--- src/rtl/cac_pkg.sv ---
package cac_pkg;

   // Threshold register width and the width of its square.
   localparam int DIST_WIDTH = 24;
   localparam int T2_WIDTH   = 2 * DIST_WIDTH;
   localparam int T2_HALF    = DIST_WIDTH;

   // Register stages from input beat to output register.
   localparam int NUM_STAGES = 7;

   // Decisions that ride along with the wide products.
   typedef struct packed {
      logic near;      // already closer than the threshold
      logic approach;  // relative motion closes the gap
   } flags_type;

endpackage

--- src/rtl/cac_sum.sv ---
module cac_sum #(
   parameter int POS_WIDTH = 24,
   parameter int VEL_WIDTH = 20
) (
   input  logic                                  clock,
   input  logic [1:0]                            stage_en,
   input  logic [cac_pkg::T2_WIDTH-1:0]          t2,
   input  logic signed [2*POS_WIDTH+1:0]         pxx,
   input  logic signed [2*POS_WIDTH+1:0]         pyy,
   input  logic signed [2*VEL_WIDTH+1:0]         vxx,
   input  logic signed [2*VEL_WIDTH+1:0]         vyy,
   input  logic signed [POS_WIDTH+VEL_WIDTH+1:0] pxvx,
   input  logic signed [POS_WIDTH+VEL_WIDTH+1:0] pyvy,
   input  logic signed [POS_WIDTH+VEL_WIDTH+1:0] pxvy,
   input  logic signed [POS_WIDTH+VEL_WIDTH+1:0] pyvx,
   output cac_pkg::flags_type                    flags,
   output logic [POS_WIDTH+VEL_WIDTH+1:0]        cross_mag,
   output logic [2*VEL_WIDTH+1:0]                speed_sq
);

   import cac_pkg::*;

   localparam int DW   = 2 * POS_WIDTH + 2;         // |dp|^2
   localparam int SW   = 2 * VEL_WIDTH + 2;         // |dv|^2
   localparam int CSW  = POS_WIDTH + VEL_WIDTH + 3; // signed dot and cross
   localparam int CW   = CSW - 1;                   // cross magnitude
   localparam int NCW  = (DW > T2_WIDTH) ? DW : T2_WIDTH;

   logic signed [DW:0]    d2_sum;
   logic signed [SW:0]    s_sum;
   logic [DW-1:0]         d2_in, d2_ff;
   logic [SW-1:0]         s_in, s_ff, s2_ff;
   logic signed [CSW-1:0] dot_in, dot_ff, cross_in, cross_ff, cross_abs;
   logic [CW-1:0]         cm_in, cm_ff;
   flags_type             flags_in, flags_ff;

   // Squared lengths are never negative, so the sign bit is dropped.
   assign d2_sum   = pxx + pyy;
   assign s_sum    = vxx + vyy;
   assign d2_in    = d2_sum[DW-1:0];
   assign s_in     = s_sum[SW-1:0];
   assign dot_in   = pxvx + pyvy;
   assign cross_in = pxvy - pyvx;

   always_ff @(posedge clock) begin
      if (stage_en[0]) begin
         d2_ff    <= d2_in;
         s_ff     <= s_in;
         dot_ff   <= dot_in;
         cross_ff <= cross_in;
      end
   end

   // Threshold test, approach sign and the cross product's magnitude.
   assign cross_abs         = cross_ff[CSW-1] ? -cross_ff : cross_ff;
   assign cm_in             = cross_abs[CW-1:0];
   assign flags_in.near     = NCW'(d2_ff) < NCW'(t2);
   assign flags_in.approach = dot_ff[CSW-1];

   always_ff @(posedge clock) begin
      if (stage_en[1]) begin
         flags_ff <= flags_in;
         cm_ff    <= cm_in;
         s2_ff    <= s_ff;
      end
   end

   assign flags     = flags_ff;
   assign cross_mag = cm_ff;
   assign speed_sq  = s2_ff;

endmodule

--- config.mk ---
export PLATFORM = sky130hd
export DESIGN_NAME = cac_sum
export DESIGN_NICKNAME = d
export VERILOG_FILES = /design/src/rtl/cac_pkg.sv /design/src/rtl/cac_sum.sv
export SDC_FILE = /design/constraint.sdc
export NUM_CORES = 1
export LEC_CHECK = 0
export BUFFER_PORTS_ARGS = -buffer_cell sky130_fd_sc_hd__buf_4
export CAP_MARGIN = 20
export CELL_PAD_IN_SITES_DETAIL_PLACEMENT = 2
export CELL_PAD_IN_SITES_GLOBAL_PLACEMENT = 2
export CORE_ASPECT_RATIO = 0.75
export CORE_MARGIN = 1.5
export CORE_UTILIZATION = 29
export DETAILED_ROUTE_END_ITERATION = 10
export GPL_TIMING_DRIVEN = 0
export PLACE_DENSITY_LB_ADDON = 0.1
export SLEW_MARGIN = 5
export SYNTH_ARGS = -nofsm -noshare
export SYNTH_HDL_FRONTEND = slang
export SYNTH_SLANG_ARGS = --single-unit
--- constraint.sdc ---
create_clock -name clock -period 3.55 [get_ports clock]
set_input_delay 0.71 -clock clock [delete_from_list [all_inputs] [get_ports clock]]
set_output_delay 0.71 -clock clock [all_outputs]
set_load 0.02 [all_outputs]
==> results.md <==
- Status: complete, no violations
- Crit path DAT: 3750 ps
- Post-synth top area share: 38.1%
- I/O Buffers: 508
- Hold path depth: 0
- Inserted Clock Buffers: 28
- Fmax: 0.293 GHz
- Initial core utilization: 29.3%
- Setup Skew: 13.3 ps
- Die H: 219 um
- Reg2reg path depth: 8
- Area leader, netlist: edfxtp_1
- EDFF count, synth: 230
- Post-synthesis sequential area ratio: 38.1%
- TritonCTS clock tree: yes
- Top routing layer in use: met4
- Hpwl dp: 55.0 mm
- Hold Path Sink: speed_sq[20]
- Final count of hold timing violations: 0
- Synth warn: 0
- Kind of critical path: input pin to flip-flop
- Syn Area/Cell: 9.74 sq um
- Initial antenna violation count: 7
- Clock Path Buffers: 3
- Mapped Area: 18100 sq um
- R2r setup slk: 140 ps
- Ports: 509
- Largest net degree at the start of global routing: 83
- Met3 WL: 1.87 mm
- Routed vias/inst: 5.09
- Measured slew at the worst slew-check pin: 782 ps
- Synth Flop Type: edfxtp_1
- Clk sink count: 230
- Crit share post-route: 96.1%
- DR WL met2: 32.2 mm
- Final setup violation count: 0
- Relative slew slack: 47.2%
- CP Buf/Inv Count: 1
- Share of layout cells above drive strength 1: 25.0%
- # DRC: 0
- Total power: 10100 uW
- Skew-Pair Late Insertion Delay: 560 ps
- Maxcap violations: 0
- H-tree depth: 1
- Antenna Nets Post-Route: 0
- DRT iter0 DRCs: 733
- Cts hold-fix bufs: 0
- Tot GR Track Use: 19.9%
- Die width: 292 um
- Maximum vdd drop: 0.000295 V
- Global route overflow: 0
- Layout area overhead: 33.0%
- WL met1: 30.4 mm
- Final Slew Violations: 0
- Synth unique cells: 73
- CP cell instances: buf_4 -> ha_1 -> nand3_1 -> or4_4 -> a41oi_2 -> o2111ai_2 -> a211oi_2 -> a41o_1 -> a21boi_1 -> o21ai_0 -> xor2_1
- Worst-path maximum fanout: 6
- Die ar.: 64000 sq um
- Synth area leaders: edfxtp_1 (38%), ha_1 (16%), xnor2_1 (5.5%)
- Site Rows: 79
- DRT Pass-1 Iters: 4
- Number of synthesized register bits: 230
- Vias: 16481
- Kind of cell adding the most delay to the critical path: compound AO/OA/AOI/OAI gates
- Clock slew at reported path FFs: 60 ps
- Core area: 61900 sq um
- Number of global-route vias before repair: 17860
- Final Critical Period: 3410 ps
- Worst hold path class: flip-flop to flip-flop
- Setup TNS: 0 ps
- GP Congestion: 0.833
- # nets final: 3050
- CP required: 3880 ps
- HP Start: s_ff[20]
- Reg-to-reg startpoint: cross_ff[8]
- Crit path launch type: input pin
- P per Cell Area: 417 nW/um^2
- Synthesized Nets: 2511
- Wire per inst: 20.4 um
- CP peak stage delay: 620 ps
- Async SR Flop Fraction: 0%
- Detailed Route WL: 66.1 mm
- Synthesized netlist cell count: 1860
- Slowest-stage cell, CP: or4_4
- CTS root buf: clkbuf_16
- P_leak: 0.0108 uW
- Hold Worst Slack: 418 ps
- Worst r2r dst: cross_mag[42]
- Critical path endpoint category: flip-flop
- First-pass GRT wire length: 101 mm
layout make-up:
type                       instances  area [sq um]
clock inverter                    21           245
fill                            6739         37800
tap                              810          1010
clock buffer                      30           708
inverter                         137           514
multi-input combinational       1436         10600
antenna                            8          20.0
sequential                       230          6910
timing repair buffer             511          3880
buffer                            55           208
cell families (layout without fill, tap and decap cells):
family	after synthesis	in the layout	share of synthesized area (%)
mux	4	4	0.228
xor+xnor	162	162	7.83
simple gates	446	446	12.5
buf+inv	194	754	4.03
compound gates	592	592	21.2
flops	230	230	38.1
fa+ha+maj	232	232	16.1
other cells	0	8	0
cells in the mapped netlist, types with 16 or more instances:
library cell,n
nand4_1,42
ha_1,229
nor3_1,23
o31ai_1,20
clkbuf_1,54
nand2_1,126
and3_1,16
o21a_1,24
nor2_1,88
nor2b_1,27
xor2_1,49
a21oi_1,179
o21ai_0,113
o21bai_1,21
xnor2_1,113
edfxtp_1,230
a21o_1,118
inv_1,137
nand3_1,31
nand2b_1,18
where the power goes:
part           switching, uW  leakage [uW]  internal (uW)
Combinational           1810       0.00810           1420
Clock                   1200      0.000465           1800
Sequential               234       0.00225           3580
Total                   3250        0.0108           6810
cell usage in the layout (no fill, tap or decap), drive strengths merged, types with 8 or more instances in the layout:
cell	instances
and2	14
nor3	24
a31oi	14
a211oi	14
diode	8
o21ai	114
and3	16
clkbuf	82
clkinv	13
edfxtp	230
inv	137
o41ai	11
xor2	49
or3	11
nor2	88
o21bai	21
nand3	31
or4	11
ha	229
xnor2	113
or2	12
a21oi	179
nand4	42
o211ai	10
a21o	118
o21a	24
o31ai	20
nor2b	27
nand2	126
nand2b	18
buf	514
worst max path at each step:
stage                 from            end  depth (start not counted)
2_1_floorplan      pyvx[7]   cross_ff[40]                         12
3_3_place_gp       pxvy[6]   cross_ff[45]                         11
3_5_place_dp       pxvy[6]   cross_ff[45]                         11
4_1_cts            pxvy[9]   cross_ff[40]                         11
5_1_grt        cross_ff[2]  cross_mag[42]                          9
6_report           pxvy[9]   cross_ff[40]                         11
layer usage:
metal  GRT usage, %  vias up
li1               -     8021
met2           34.3      290
met4           5.50        0
met3           2.26       71
met1           26.4     8099
met5              0        -
what timing repair did:
| action | 4_1_cts | 5_1_grt |
|---|---|---|
| endpoints found under the hold margin | 0 | 0 |
| setup buffers | 1 | 0 |
| setup endpoints to repair | 16 | 17 |
| resized for setup | 11 | 20 |
| pin swaps | 1 | 0 |
flip-flops by register name, indices dropped and copies added, names as in the netlist:
name	count
d2_ff	50
cross_ff	47
cross_mag	46
s_ff	42
speed_sq	42
flags	2
dot_ff	1
per-stage QoR:
| step | setup WS, ps | util, % | cells | cell area [sq um] |
|---|---|---|---|---|
| global placement | -948 | 37.1 | 3178 | 22900 |
| finish | 137 | 39.0 | 3238 | 24100 |
| detailed placement | -1010 | 37.2 | 3180 | 23000 |
| CTS | 23.0 | 38.8 | 3230 | 24000 |
| floorplan | 83.5 | - | 1860 | 18100 |
| global route | -14.4 | 39.0 | 3238 | 24100 |
(Power assumes the default switching activity.)
